--- src/rtl/brsm_pkg.sv ---
`default_nettype none
package brsm_pkg;

    localparam int SEQ_MODULUS      = 100;
    localparam int MIN_BLOCKS       = 2;
    localparam int MAX_BLOCKS_LIMIT = 99;
    localparam int SIZE_BITS        = 24;

    localparam int SEQ_W    = 7;
    localparam int POL_W    = 2;
    localparam int USED_W   = 31;
    localparam int ACT_W    = 3;
    localparam int PROD_W   = SEQ_W + SIZE_BITS;
    localparam int DATA_W   = 80;
    localparam int APB_AW   = 4;
    localparam int APB_DW   = 32;

    localparam int QUEUE_DEPTH = 4;
    localparam int QPTR_W      = $clog2(QUEUE_DEPTH);

    localparam logic [SEQ_W-1:0] SEQ_LAST   = SEQ_W'(SEQ_MODULUS - 1);
    localparam logic [SEQ_W-1:0] SEQ_MOD_V  = SEQ_W'(SEQ_MODULUS);
    localparam logic [SEQ_W-1:0] BLOCKS_MIN = SEQ_W'(MIN_BLOCKS);
    localparam logic [SEQ_W-1:0] BLOCKS_MAX = SEQ_W'(MAX_BLOCKS_LIMIT);

    typedef enum logic [ACT_W-1:0] {
        ACT_PREPARE   = 3'd0,
        ACT_RECORD    = 3'd1,
        ACT_CORRUPT   = 3'd2,
        ACT_CURSOR    = 3'd3,
        ACT_DRAIN     = 3'd4,
        ACT_NEXT_READ = 3'd5,
        ACT_NOP       = 3'd6
    } t_action;

    typedef enum logic [POL_W-1:0] {
        POL_OLDEST = 2'd0,
        POL_HALT   = 2'd1,
        POL_REJECT = 2'd2
    } t_policy;

    typedef enum logic [1:0] {
        REG_MAX_BLOCKS = 2'd0,
        REG_BLOCK_SIZE = 2'd1,
        REG_POLICY     = 2'd2,
        REG_THRESHOLD  = 2'd3
    } t_reg_idx;

    typedef struct packed {
        logic [SEQ_W-1:0]     max_blocks;
        logic [SIZE_BITS-1:0] block_size;
        logic [POL_W-1:0]     policy;
        logic [USED_W-1:0]    threshold;
    } t_cfg;

    typedef struct packed {
        t_action              action;
        logic [SIZE_BITS-1:0] record_size;
        logic [SIZE_BITS-1:0] cursor;
        logic                 acquire_ok;
        logic                 discard_ok;
        logic                 drain_ok;
        logic [SIZE_BITS-1:0] read_block_size;
    } t_item;

    // post-action state handed from the executer to the reporting stages
    typedef struct packed {
        logic                 space;
        logic                 changed;
        logic                 pulse_full;
        logic                 halted;
        logic                 check;
        logic                 at_cap;
        logic [SEQ_W-1:0]     closed;
        logic [SEQ_W-1:0]     write_block;
        logic [SEQ_W-1:0]     read_block;
        logic [SIZE_BITS-1:0] read_pos;
        logic [SIZE_BITS-1:0] write_pos;
    } t_snap;

    typedef struct packed {
        logic [USED_W-1:0]    used_bytes;
        logic                 has_unsent;
        logic [SIZE_BITS-1:0] read_offset;
        logic [SEQ_W-1:0]     read_block;
        logic [SEQ_W-1:0]     write_block;
        logic                 is_halted;
        logic                 store_full_event;
        logic                 threshold_event;
        logic                 read_block_changed;
        logic                 space_available;
    } t_result;

    function automatic logic [SEQ_W-1:0] seq_next(input logic [SEQ_W-1:0] s);
        return (s == SEQ_LAST) ? '0 : SEQ_W'(s + 1'b1);
    endfunction

    // distance from oldest to write block, modulo the sequence range
    function automatic logic [SEQ_W-1:0] ring_dist(input logic [SEQ_W-1:0] w,
                                                   input logic [SEQ_W-1:0] o);
        return (w >= o) ? SEQ_W'(w - o) : SEQ_W'(w + SEQ_MOD_V - o);
    endfunction

    function automatic logic [SEQ_W-1:0] blocks_limit(input logic [SEQ_W-1:0] m);
        if (m < BLOCKS_MIN) begin
            return BLOCKS_MIN;
        end else if (m > BLOCKS_MAX) begin
            return BLOCKS_MAX;
        end
        return m;
    endfunction

endpackage
`default_nettype wire

--- src/rtl/brsm_front.sv ---
`default_nettype none
module brsm_front
    import brsm_pkg::*;
(
    input  wire logic              i_s_tvalid,
    input  wire logic [DATA_W-1:0] i_s_tdata,
    input  wire logic [ACT_W-1:0]  i_s_tuser,
    input  wire logic              i_full,
    output logic                   o_s_tready,
    output logic                   o_push,
    output t_item                  o_item
);

    t_action act;

    always_comb begin
        case (i_s_tuser)
            ACT_PREPARE:   act = ACT_PREPARE;
            ACT_RECORD:    act = ACT_RECORD;
            ACT_CORRUPT:   act = ACT_CORRUPT;
            ACT_CURSOR:    act = ACT_CURSOR;
            ACT_DRAIN:     act = ACT_DRAIN;
            ACT_NEXT_READ: act = ACT_NEXT_READ;
            default:       act = ACT_NOP;
        endcase
    end

    always_comb begin
        o_item.action          = act;
        o_item.record_size     = i_s_tdata[SIZE_BITS-1:0];
        o_item.cursor          = i_s_tdata[2*SIZE_BITS-1:SIZE_BITS];
        o_item.acquire_ok      = i_s_tdata[2*SIZE_BITS];
        o_item.discard_ok      = i_s_tdata[2*SIZE_BITS+1];
        o_item.drain_ok        = i_s_tdata[2*SIZE_BITS+2];
        o_item.read_block_size = i_s_tdata[3*SIZE_BITS+2:2*SIZE_BITS+3];
    end

    assign o_s_tready = !i_full;
    assign o_push     = i_s_tvalid && !i_full;

endmodule
`default_nettype wire

--- src/rtl/brsm_queue.sv ---
`default_nettype none
module brsm_queue
    import brsm_pkg::*;
(
    input  wire logic i_clk,
    input  wire logic i_rst_n,
    input  wire logic i_push,
    input  t_item     i_item,
    input  wire logic i_pop,
    output logic      o_full,
    output logic      o_valid,
    output t_item     o_item
);

    t_item              r_mem [QUEUE_DEPTH];
    logic [QPTR_W-1:0]  r_wr_ptr;
    logic [QPTR_W-1:0]  r_rd_ptr;
    logic [QPTR_W:0]    r_count;
    logic               do_pop;

    assign do_pop  = i_pop && (r_count != '0);
    assign o_full  = (r_count == (QPTR_W+1)'(QUEUE_DEPTH));
    assign o_valid = (r_count != '0);
    assign o_item  = r_mem[r_rd_ptr];

    always_ff @(posedge i_clk) begin
        if (i_push) begin
            r_mem[r_wr_ptr] <= i_item;
        end
    end

    always_ff @(posedge i_clk) begin
        if (!i_rst_n) begin
            r_wr_ptr <= '0;
            r_rd_ptr <= '0;
            r_count  <= '0;
        end else begin
            if (i_push) begin
                r_wr_ptr <= QPTR_W'(r_wr_ptr + 1'b1);
            end
            if (do_pop) begin
                r_rd_ptr <= QPTR_W'(r_rd_ptr + 1'b1);
            end
            case ({i_push, do_pop})
                2'b10:   r_count <= (QPTR_W+1)'(r_count + 1'b1);
                2'b01:   r_count <= (QPTR_W+1)'(r_count - 1'b1);
                default: r_count <= r_count;
            endcase
        end
    end

endmodule
`default_nettype wire

--- src/rtl/brsm_exec.sv ---
`default_nettype none
module brsm_exec
    import brsm_pkg::*;
(
    input  wire logic i_clk,
    input  wire logic i_rst_n,
    input  t_cfg      i_cfg,
    input  wire logic i_q_valid,
    input  t_item     i_q_item,
    input  wire logic i_advance,
    output logic      o_pop,
    output logic      o_snap_valid,
    output t_snap     o_snap
);

    logic [SEQ_W-1:0]     r_oldest, n_oldest;
    logic [SEQ_W-1:0]     r_wblk, n_wblk;
    logic [SEQ_W-1:0]     r_rblk, n_rblk;
    logic [SIZE_BITS-1:0] r_rpos, n_rpos;
    logic [SIZE_BITS-1:0] r_wpos, n_wpos;
    logic                 r_corrupt, n_corrupt;
    logic                 r_at_cap, n_at_cap;
    logic                 r_halted, n_halted;
    logic                 r_snap_valid;
    t_snap                r_snap, n_snap;

    logic [SEQ_W-1:0]     limit, ring_span, ring_span1, w1, o1, r1;
    logic [SIZE_BITS-1:0] rp1;
    logic [SIZE_BITS:0]   wsum;
    logic                 full, ring_full, over, discard, rd_old, drain1, drain0;
    logic                 space, changed, pfull, check;
    logic                 step;

    assign step  = i_advance && i_q_valid;
    assign o_pop = step;

    function automatic logic can_drain(input logic [SEQ_W-1:0] r, input logic [SEQ_W-1:0] w,
                                       input logic [SEQ_W-1:0] o,
                                       input logic [SIZE_BITS-1:0] rpos,
                                       input logic [SIZE_BITS-1:0] sz, input logic ok);
        return (r != w) && (r == o) && (rpos >= sz) && ok;
    endfunction

    always_comb begin
        limit     = blocks_limit(i_cfg.max_blocks);
        ring_span = ring_dist(r_wblk, r_oldest);
        wsum      = {1'b0, r_wpos} + {1'b0, i_q_item.record_size};
        full      = r_corrupt || (wsum > {1'b0, i_cfg.block_size});
        ring_full = ({1'b0, ring_span} + 1'b1) >= {1'b0, limit};

        // rotation path: new write block, then optional discard of the oldest
        w1         = seq_next(r_wblk);
        ring_span1 = seq_next(ring_span);
        over       = ({1'b0, ring_span1} + 1'b1) > {1'b0, limit};
        discard    = over && i_q_item.discard_ok;
        rd_old     = (r_rblk == r_oldest);
        o1         = discard ? seq_next(r_oldest) : r_oldest;
        r1         = (discard && rd_old) ? o1 : r_rblk;
        rp1        = (discard && rd_old) ? '0 : r_rpos;
        drain1     = can_drain(r1, w1, o1, rp1, i_q_item.read_block_size, i_q_item.drain_ok);
        drain0     = can_drain(r_rblk, r_wblk, r_oldest, r_rpos, i_q_item.read_block_size,
                               i_q_item.drain_ok);
    end

    always_comb begin
        n_oldest  = r_oldest;
        n_wblk    = r_wblk;
        n_rblk    = r_rblk;
        n_rpos    = r_rpos;
        n_wpos    = r_wpos;
        n_corrupt = r_corrupt;
        n_at_cap  = r_at_cap;
        n_halted  = r_halted;
        space     = 1'b0;
        changed   = 1'b0;
        pfull     = 1'b0;
        check     = 1'b0;
        case (i_q_item.action)
            ACT_PREPARE: begin
                if (full && ring_full && (i_cfg.policy != POL_OLDEST)) begin
                    n_at_cap = 1'b1;
                    check    = 1'b1;
                    if ((i_cfg.policy == POL_HALT) && !r_halted) begin
                        n_halted = 1'b1;
                        pfull    = 1'b1;
                    end
                end else if (full) begin
                    if (i_q_item.acquire_ok) begin
                        n_wblk    = w1;
                        n_wpos    = '0;
                        n_corrupt = 1'b0;
                        n_oldest  = o1;
                        n_rblk    = r1;
                        n_rpos    = rp1;
                        changed   = discard && rd_old;
                        if (drain1) begin
                            n_oldest = seq_next(o1);
                            n_rblk   = seq_next(o1);
                            n_rpos   = '0;
                            check    = 1'b1;
                            changed  = 1'b1;
                        end
                    end
                    space = i_q_item.acquire_ok;
                end else begin
                    space = 1'b1;
                end
            end
            ACT_RECORD: begin
                n_wpos = wsum[SIZE_BITS] ? '1 : wsum[SIZE_BITS-1:0];
                check  = 1'b1;
            end
            ACT_CORRUPT: begin
                n_corrupt = 1'b1;
            end
            ACT_CURSOR: begin
                n_rpos = i_q_item.cursor;
            end
            ACT_DRAIN: begin
                if (drain0) begin
                    n_oldest = seq_next(r_oldest);
                    n_rblk   = seq_next(r_oldest);
                    n_rpos   = '0;
                    check    = 1'b1;
                    changed  = 1'b1;
                end
            end
            ACT_NEXT_READ: begin
                n_rblk = seq_next(r_rblk);
                n_rpos = '0;
            end
            default: begin
            end
        endcase
    end

    always_comb begin
        n_snap.space       = space;
        n_snap.changed     = changed;
        n_snap.pulse_full  = pfull;
        n_snap.halted      = n_halted;
        n_snap.check       = check;
        n_snap.at_cap      = n_at_cap;
        n_snap.closed      = ring_dist(n_wblk, n_oldest);
        n_snap.write_block = n_wblk;
        n_snap.read_block  = n_rblk;
        n_snap.read_pos    = n_rpos;
        n_snap.write_pos   = n_wpos;
    end

    always_ff @(posedge i_clk) begin
        if (!i_rst_n) begin
            r_oldest     <= '0;
            r_wblk       <= '0;
            r_rblk       <= '0;
            r_rpos       <= '0;
            r_wpos       <= '0;
            r_corrupt    <= 1'b0;
            r_at_cap     <= 1'b0;
            r_halted     <= 1'b0;
            r_snap_valid <= 1'b0;
        end else if (i_advance) begin
            r_snap_valid <= i_q_valid;
            if (step) begin
                r_oldest  <= n_oldest;
                r_wblk    <= n_wblk;
                r_rblk    <= n_rblk;
                r_rpos    <= n_rpos;
                r_wpos    <= n_wpos;
                r_corrupt <= n_corrupt;
                r_at_cap  <= n_at_cap;
                r_halted  <= n_halted;
            end
        end
    end

    always_ff @(posedge i_clk) begin
        if (step) begin
            r_snap <= n_snap;
        end
    end

    assign o_snap_valid = r_snap_valid;
    assign o_snap       = r_snap;

endmodule
`default_nettype wire

--- src/rtl/brsm_report.sv ---
`default_nettype none
module brsm_report
    import brsm_pkg::*;
(
    input  wire logic i_clk,
    input  wire logic i_rst_n,
    input  t_cfg      i_cfg,
    input  wire logic i_snap_valid,
    input  t_snap     i_snap,
    input  wire logic i_m_tready,
    output logic      o_advance,
    output logic      o_m_tvalid,
    output t_result   o_result
);

    logic                 r_b_valid;
    t_snap                r_b_snap;
    logic [PROD_W-1:0]    r_b_prod;
    logic [SIZE_BITS-1:0] r_b_add;
    logic                 r_b_unsent;
    logic                 r_thr_flag;
    logic                 r_out_valid;
    t_result              r_out, n_out;

    logic [SEQ_W-1:0]     mult_a;
    logic [USED_W-1:0]    used;
    logic                 above;
    logic                 adv;

    assign adv       = !r_out_valid || i_m_tready;
    assign o_advance = adv;

    assign mult_a = i_snap.at_cap ? blocks_limit(i_cfg.max_blocks) : i_snap.closed;

    always_comb begin
        used  = USED_W'(r_b_prod + PROD_W'(r_b_add));
        above = (i_cfg.threshold != '0) && (used >= i_cfg.threshold);

        n_out.used_bytes         = used;
        n_out.has_unsent         = r_b_unsent;
        n_out.read_offset        = r_b_snap.read_pos;
        n_out.read_block         = r_b_snap.read_block;
        n_out.write_block        = r_b_snap.write_block;
        n_out.is_halted          = r_b_snap.halted;
        n_out.store_full_event   = r_b_snap.pulse_full;
        n_out.threshold_event    = r_b_snap.check && above && !r_thr_flag;
        n_out.read_block_changed = r_b_snap.changed;
        n_out.space_available    = r_b_snap.space;
    end

    always_ff @(posedge i_clk) begin
        if (adv && i_snap_valid) begin
            r_b_snap   <= i_snap;
            r_b_prod   <= PROD_W'(mult_a) * PROD_W'(i_cfg.block_size);
            r_b_add    <= i_snap.at_cap ? '0 : i_snap.write_pos;
            r_b_unsent <= (i_snap.read_block != i_snap.write_block) ||
                          (i_snap.read_pos < i_snap.write_pos);
        end
        if (adv && r_b_valid) begin
            r_out <= n_out;
        end
    end

    always_ff @(posedge i_clk) begin
        if (!i_rst_n) begin
            r_b_valid   <= 1'b0;
            r_out_valid <= 1'b0;
            r_thr_flag  <= 1'b0;
        end else if (adv) begin
            r_b_valid   <= i_snap_valid;
            r_out_valid <= r_b_valid;
            if (r_b_valid && r_b_snap.check) begin
                r_thr_flag <= above;
            end
        end
    end

    assign o_m_tvalid = r_out_valid;
    assign o_result   = r_out;

endmodule
`default_nettype wire

--- src/rtl/block_ring_store_manager_core.sv ---
// Block ring store manager.
// Input stream (s_axis): one action per transaction. tuser carries the action
// code, tdata the record size, cursor, device status bits and read block size.
// Output stream (m_axis): one status transaction per accepted action, in order:
// flags, write/read block numbers, read cursor, unsent flag and used bytes.
// APB port: four registers at byte offsets 0, 4, 8, 12; pready is tied high.
// Registers must be written by the user only while no action is in flight; the
// block does not enforce this. Throughput: one action per cycle while the
// receiver does not stall. The executer updates the ring pointers; the used-byte
// multiply and the threshold compare run in the two stages after it, so the
// threshold flag is the only state they carry. A 4-entry queue sits between the
// input side and the executer.
// Reset: ring pointers, positions and all flags clear; registers take their
// defaults (2 blocks, 4096 bytes, discard oldest, threshold off).
// Receiver stall: the output holds its transaction, the pipeline freezes, the
// queue fills and s_axis_tready drops once it is full.
`default_nettype none
module block_ring_store_manager_core
    import brsm_pkg::*;
(
    input  wire logic              i_clk,
    input  wire logic              i_rst_n,
    // APB configuration
    input  wire logic              i_psel,
    input  wire logic              i_penable,
    input  wire logic              i_pwrite,
    input  wire logic [APB_AW-1:0] i_paddr,
    input  wire logic [APB_DW-1:0] i_pwdata,
    output logic      [APB_DW-1:0] o_prdata,
    output logic                   o_pready,
    // input stream
    input  wire logic              i_s_axis_tvalid,
    output logic                   o_s_axis_tready,
    // record_size[23:0], cursor[47:24], acquire_ok[48], discard_ok[49],
    // drain_dispose_ok[50], read_block_size[74:51], zero[79:75]
    input  wire logic [DATA_W-1:0] i_s_axis_tdata,
    // action[2:0]
    input  wire logic [ACT_W-1:0]  i_s_axis_tuser,
    // output stream
    output logic                   o_m_axis_tvalid,
    input  wire logic              i_m_axis_tready,
    // space_available[0], read_block_changed[1], threshold_event[2],
    // store_full_event[3], is_halted[4], write_block[11:5], read_block[18:12],
    // read_offset[42:19], has_unsent[43], used_bytes[74:44], zero[79:75]
    output logic      [DATA_W-1:0] o_m_axis_tdata
);

    t_cfg     r_cfg;
    t_reg_idx reg_idx;
    logic     cfg_wr;

    t_item    front_item, q_item;
    logic     push, q_full, q_valid, pop, advance, snap_valid;
    t_snap    snap;
    t_result  result;

    assign o_pready = 1'b1;
    assign reg_idx  = t_reg_idx'(i_paddr[APB_AW-1:2]);
    assign cfg_wr   = i_psel && i_penable && i_pwrite && (i_paddr[1:0] == 2'b00 ||
                      i_paddr[1:0] != 2'b00);

    always_ff @(posedge i_clk) begin
        if (!i_rst_n) begin
            r_cfg.max_blocks <= SEQ_W'(MIN_BLOCKS);
            r_cfg.block_size <= SIZE_BITS'(4096);
            r_cfg.policy     <= POL_OLDEST;
            r_cfg.threshold  <= '0;
        end else if (cfg_wr) begin
            case (reg_idx)
                REG_MAX_BLOCKS: r_cfg.max_blocks <= i_pwdata[SEQ_W-1:0];
                REG_BLOCK_SIZE: r_cfg.block_size <= i_pwdata[SIZE_BITS-1:0];
                REG_POLICY:     r_cfg.policy     <= i_pwdata[POL_W-1:0];
                REG_THRESHOLD:  r_cfg.threshold  <= i_pwdata[USED_W-1:0];
                default:        r_cfg            <= r_cfg;
            endcase
        end
    end

    always_comb begin
        case (reg_idx)
            REG_MAX_BLOCKS: o_prdata = APB_DW'(r_cfg.max_blocks);
            REG_BLOCK_SIZE: o_prdata = APB_DW'(r_cfg.block_size);
            REG_POLICY:     o_prdata = APB_DW'(r_cfg.policy);
            REG_THRESHOLD:  o_prdata = APB_DW'(r_cfg.threshold);
            default:        o_prdata = '0;
        endcase
    end

    brsm_front u_front (
        .i_s_tvalid (i_s_axis_tvalid),
        .i_s_tdata  (i_s_axis_tdata),
        .i_s_tuser  (i_s_axis_tuser),
        .i_full     (q_full),
        .o_s_tready (o_s_axis_tready),
        .o_push     (push),
        .o_item     (front_item)
    );

    brsm_queue u_queue (
        .i_clk   (i_clk),
        .i_rst_n (i_rst_n),
        .i_push  (push),
        .i_item  (front_item),
        .i_pop   (pop),
        .o_full  (q_full),
        .o_valid (q_valid),
        .o_item  (q_item)
    );

    brsm_exec u_exec (
        .i_clk        (i_clk),
        .i_rst_n      (i_rst_n),
        .i_cfg        (r_cfg),
        .i_q_valid    (q_valid),
        .i_q_item     (q_item),
        .i_advance    (advance),
        .o_pop        (pop),
        .o_snap_valid (snap_valid),
        .o_snap       (snap)
    );

    brsm_report u_report (
        .i_clk        (i_clk),
        .i_rst_n      (i_rst_n),
        .i_cfg        (r_cfg),
        .i_snap_valid (snap_valid),
        .i_snap       (snap),
        .i_m_tready   (i_m_axis_tready),
        .o_advance    (advance),
        .o_m_tvalid   (o_m_axis_tvalid),
        .o_result     (result)
    );

    assign o_m_axis_tdata = {(DATA_W - $bits(t_result))'(0), result};

endmodule
`default_nettype wire

--- config.mk ---
export PLATFORM = sky130hd
export DESIGN_NAME = block_ring_store_manager_core
export DESIGN_NICKNAME = d
export VERILOG_FILES = /design/src/rtl/brsm_pkg.sv /design/src/rtl/brsm_front.sv /design/src/rtl/brsm_queue.sv /design/src/rtl/brsm_exec.sv /design/src/rtl/brsm_report.sv /design/src/rtl/block_ring_store_manager_core.sv
export SDC_FILE = /design/constraint.sdc
export NUM_CORES = 2
export LEC_CHECK = 0
export BUFFER_PORTS_ARGS = -buffer_cell sky130_fd_sc_hd__buf_2
export CAP_MARGIN = 5
export CELL_PAD_IN_SITES_DETAIL_PLACEMENT = 1
export CELL_PAD_IN_SITES_GLOBAL_PLACEMENT = 1
export CORE_MARGIN = 3
export CORE_UTILIZATION = 50
export CTS_CLUSTER_SIZE = 16
export DETAILED_ROUTE_END_ITERATION = 7
export PLACE_DENSITY_LB_ADDON = 0.3
export REMOVE_ABC_BUFFERS = 1
export SLEW_MARGIN = 20
export SYNTH_ARGS = -nofsm -noshare
export SYNTH_HDL_FRONTEND = slang
export SYNTH_HIERARCHICAL = 1
export SYNTH_SLANG_ARGS = --single-unit
--- constraint.sdc ---
create_clock -name i_clk -period 13.8 [get_ports i_clk]
set_input_delay 0.69 -clock i_clk [delete_from_list [all_inputs] [get_ports i_clk]]
set_output_delay 0.69 -clock i_clk [all_outputs]
set_load 0.03 [all_outputs]
==> Flow_metrics.wiki <==
{| class="wikitable"
! Metric !! Value
|-
| Cell variety after synth || 96
|-
| Clk_lat worst skew || 0.65 ns
|-
| Standard cell with the maximum stage delay on the critical path || sky130_fd_sc_hd__a21oi_2
|-
| Routed wire length || 118000 um
|-
| Final Wtd Congestion || 0.879
|-
| Number of endpoints failing setup at the final stage || 0
|-
| Clock tree from TritonCTS || done
|-
| Global route overflow || 0
|-
| Maximum fanout count along the critical path || 41
|-
| Largest net degree at the start of global routing || 95
|-
| Startpoint types || flop
|-
| Most common library cells after synthesis || sky130_fd_sc_hd__edfxtp_1 (561), sky130_fd_sc_hd__nand2_1 (315), sky130_fd_sc_hd__inv_1 (281)
|-
| Synthesized-area fraction occupied by and/or/nand/nor cells || 0.119
|-
| XOR/XNOR share of the synthesized area || 0.0332
|-
| Overall die area || 87400 sq um
|-
| Worst-path clk slew || 0.06 ns
|-
| Main combinational cell family by area after synthesis || adder cells
|-
| Util after Layout || 0.558
|-
| Number of clock sinks || 710
|-
| CTS H-tree depth || 3
|-
| Share of synthesized registers carrying an async set or reset || 0
|-
| Peak Freq || 87.1 MHz
|-
| Via count of the first global-routing pass || 31.0k
|-
| Count of unresolved DRC violations after routing || 0
|-
| Longest Clk Path Bufs || 3
|-
| Outcome || complete, no violations
|-
| Dominant cells by area after synthesis || sky130_fd_sc_hd__edfxtp_1 (40%), sky130_fd_sc_hd__ha_1 (8.4%), sky130_fd_sc_hd__dfxtp_1 (7.1%)
|-
| Number of synthesized flops with an enable pin || 561
|-
| Cell repeated most along the worst path || sky130_fd_sc_hd__a21o_1
|-
| Remaining number of nets flagged by the antenna check after routing || 0
|-
| Cells after Synth || 3649
|-
| Number of setup buffers added after CTS || 0
|-
| Max transition margin || 0.292
|-
| DRT iter0 DRCs || 2185
|-
| Largest area contributor in the synthesized netlist || sky130_fd_sc_hd__edfxtp_1
|-
| Vias per std cell || 5.90
|-
| Core box area || 82600 sq um
|-
| I/O pin cnt || 241
|-
| Number of port buffers || 225
|-
| Detailed Routing Iterations Pass 1 || 5
|-
| Total power per unit cell area || 206 nW/um^2
|-
| Number of synthesized register bits || 710
|-
| Final number of hold-violating endpoints || 0
|-
| Stage delay of the slowest cell on the critical path || 0.66 ns
|-
| Hold buffer count at cts || 0
|-
| Min Tclk post-route || 11.48 ns
|-
| Fraction of synthesized area in multiplexers || 0.0712
|-
| Transition time at the pin with the least slew margin || 1.04 ns
|-
| RSZ-0062 raised after global routing || false
|-
| Syn Std Cell Area || 41900 sq um
|-
| Max Clock Skew || 0.0352 ns
|-
| Worst path buffer plus inverter count || 2
|-
| Max-cap violations || 0
|-
| Fraction of the mapped netlist area in adder cells || 0.141
|-
| DIE HEIGHT || 296 um
|-
| Total global-route track usage || 0.270
|-
| Fraction of the mapped netlist area in compound gates || 0.106
|-
| Max Transition Viols Final || 0
|-
| CP delay by family, top || compound AO/OA/AOI/OAI gates
|-
| Leak Pwr || 18.8 nW
|-
| Effective utilization at floorplan || 0.507
|-
| Data required time at the worst endpoint || 14.18 ns
|-
| Total via count in the routed design || 28.9k
|-
| Detailed-placement wirelength estimate || 84400 um
|-
| Yosys Warn Count || 6
|-
| Sequential area share after synthesis || 0.473
|-
| Final net count || 4293
|-
| Hold WC Path Type || in2reg
|-
| Initial antenna violation count || 7
|-
| Summed negative setup slack over all endpoints || 0 ns
|-
| Detail-routed net length per standard cell || 24.0 um
|-
| TritonCTS Buffers || 79
|-
| Die boundary width || 296 um
|-
| Global-route wire length before repair || 182000 um
|-
| Peak ir drop on the vdd network || 0.136 mV
|-
| CTS resizes || 0
|-
| Fraction of final layout cells with drive strength greater than 1 || 0.138
|-
| Reg2Reg Depth || 45
|-
| Nature of the critical path endpoint || flop
|-
| Post-synthesis area per instance || 11.5 sq um
|-
| Clock Root Buffer || sky130_fd_sc_hd__clkbuf_16
|-
| Post-synth top flop || sky130_fd_sc_hd__edfxtp_1
|-
| Relative area change from synthesis to final layout || 10.0%
|-
| Stages on the worst setup path || 45
|-
| Share of the cycle needed by the critical path after routing || 0.832
|-
| Type of the setup path with the least slack || reg2reg
|-
| Floorplan row count || 105
|-
| Critical Path AT || 11.86 ns
|-
| Most frequent cell after synthesis || sky130_fd_sc_hd__edfxtp_1
|-
| Share of Yosys cell area claimed by the top area cell type || 0.402
|-
| Min-Delay Path Depth || 1
|}
## sequential cells by signal, summed over array words and instances (netlist names), 2 cells and up, named ones only
name               count
u_queue/r_count        3
u_report/n_out        42
u_exec/o_snap         75
u_exec/r_wpos         24
u_exec/r_rpos         24
u_report/o_result     75
u_report/r_b_add      24
u_queue/r_rd_ptr       2
u_queue/r_mem        312
u_exec/r_rblk          7
u_queue/r_wr_ptr       2
u_exec/r_oldest        7
u_exec/r_wblk          7
u_report/r_b_prod     31
r_cfg                 64
## per-stage QoR
stage          setup slack [ns]  instance area, sq um  instances  power, mW  hold WS, ns
4_1_cts                    2.47                 46100       4903       9.51        0.218
2_1_floorplan              2.84                 40700       3429       5.93        0.400
3_3_place_gp               2.75                 43400       4756       7.12        0.401
3_5_place_dp               2.55                 43400       4756       7.30        0.406
6_report                   2.32                 46100       4906       9.50        0.254
5_1_grt                    1.30                 46100       4904       10.1        0.247
## layout by cell type (no fill, tap or decap), types with 34 or more instances in the layout
master	Yosys	routed
sky130_fd_sc_hd__a21oi_1	151	151
sky130_fd_sc_hd__nor2_1	228	227
sky130_fd_sc_hd__and2_1	169	162
sky130_fd_sc_hd__clkbuf_16	0	81
sky130_fd_sc_hd__buf_2	16	224
sky130_fd_sc_hd__fa_1	120	120
sky130_fd_sc_hd__dfxtp_1	149	147
sky130_fd_sc_hd__nor2b_1	47	47
sky130_fd_sc_hd__o21a_1	52	52
sky130_fd_sc_hd__mux2i_1	108	108
sky130_fd_sc_hd__xnor2_1	104	104
sky130_fd_sc_hd__nand2_1	315	313
sky130_fd_sc_hd__edfxtp_1	561	561
sky130_fd_sc_hd__ha_1	280	280
sky130_fd_sc_hd__nand4_1	40	40
sky130_fd_sc_hd__a21o_1	103	103
sky130_fd_sc_hd__mux4_2	80	80
sky130_fd_sc_hd__inv_1	281	281
sky130_fd_sc_hd__xor2_1	55	55
sky130_fd_sc_hd__nand3_1	50	50
sky130_fd_sc_hd__o21ai_0	117	114
sky130_fd_sc_hd__nand2b_1	34	34
## final timing paths
path,startpoint,to,slack [ns]
setup / recovery,u_exec/r_oldest[3],u_exec/o_snap[68],2.32
setup reg to reg,u_exec/r_oldest[3],u_exec/o_snap[68],2.32
hold reg to reg,u_exec/o_snap[70],u_report/r_b_snap[70],0.42
hold / removal,i_s_axis_tdata[56],u_queue/r_mem[3][5],0.25
## cell families (layout without fill, tap and decap cells)
group                      count (synthesis)  after routing
muxes                                    197            197
xor gates and xnor gates                 159            159
other                                      2             10
DFF                                      710            710
buffers and inverters                    509            688
AOI/OAI and AO/OA                        654            654
adders and majority gates                400            400
and+or+nand+nor                         1018           1018
## area by class of cell
cell class	count	area, sq um
fill	8596	36500
sequential	710	19800
multi-input combinational	2435	19800
clock buffer	107	2250
timing repair buffer	257	1370
tap	1070	1340
inverter	284	1070
clock inverter	40	423
antenna	3	7.51
## power by group
part	switching [mW]	leakage, nW	internal, mW
registers	0.301	6.43	2.92
logic	2.64	11.1	1.49
clock network	0.910	1.30	1.24
total	3.85	18.8	5.65
## routing by layer
layer,global-route usage,share of wire
met2,0.454,0.48
met5,0,0.000060
met4,0.0813,0.029
met1,0.364,0.44
met3,0.0382,0.051
Note: power is estimated with default switching activity, not from simulation.
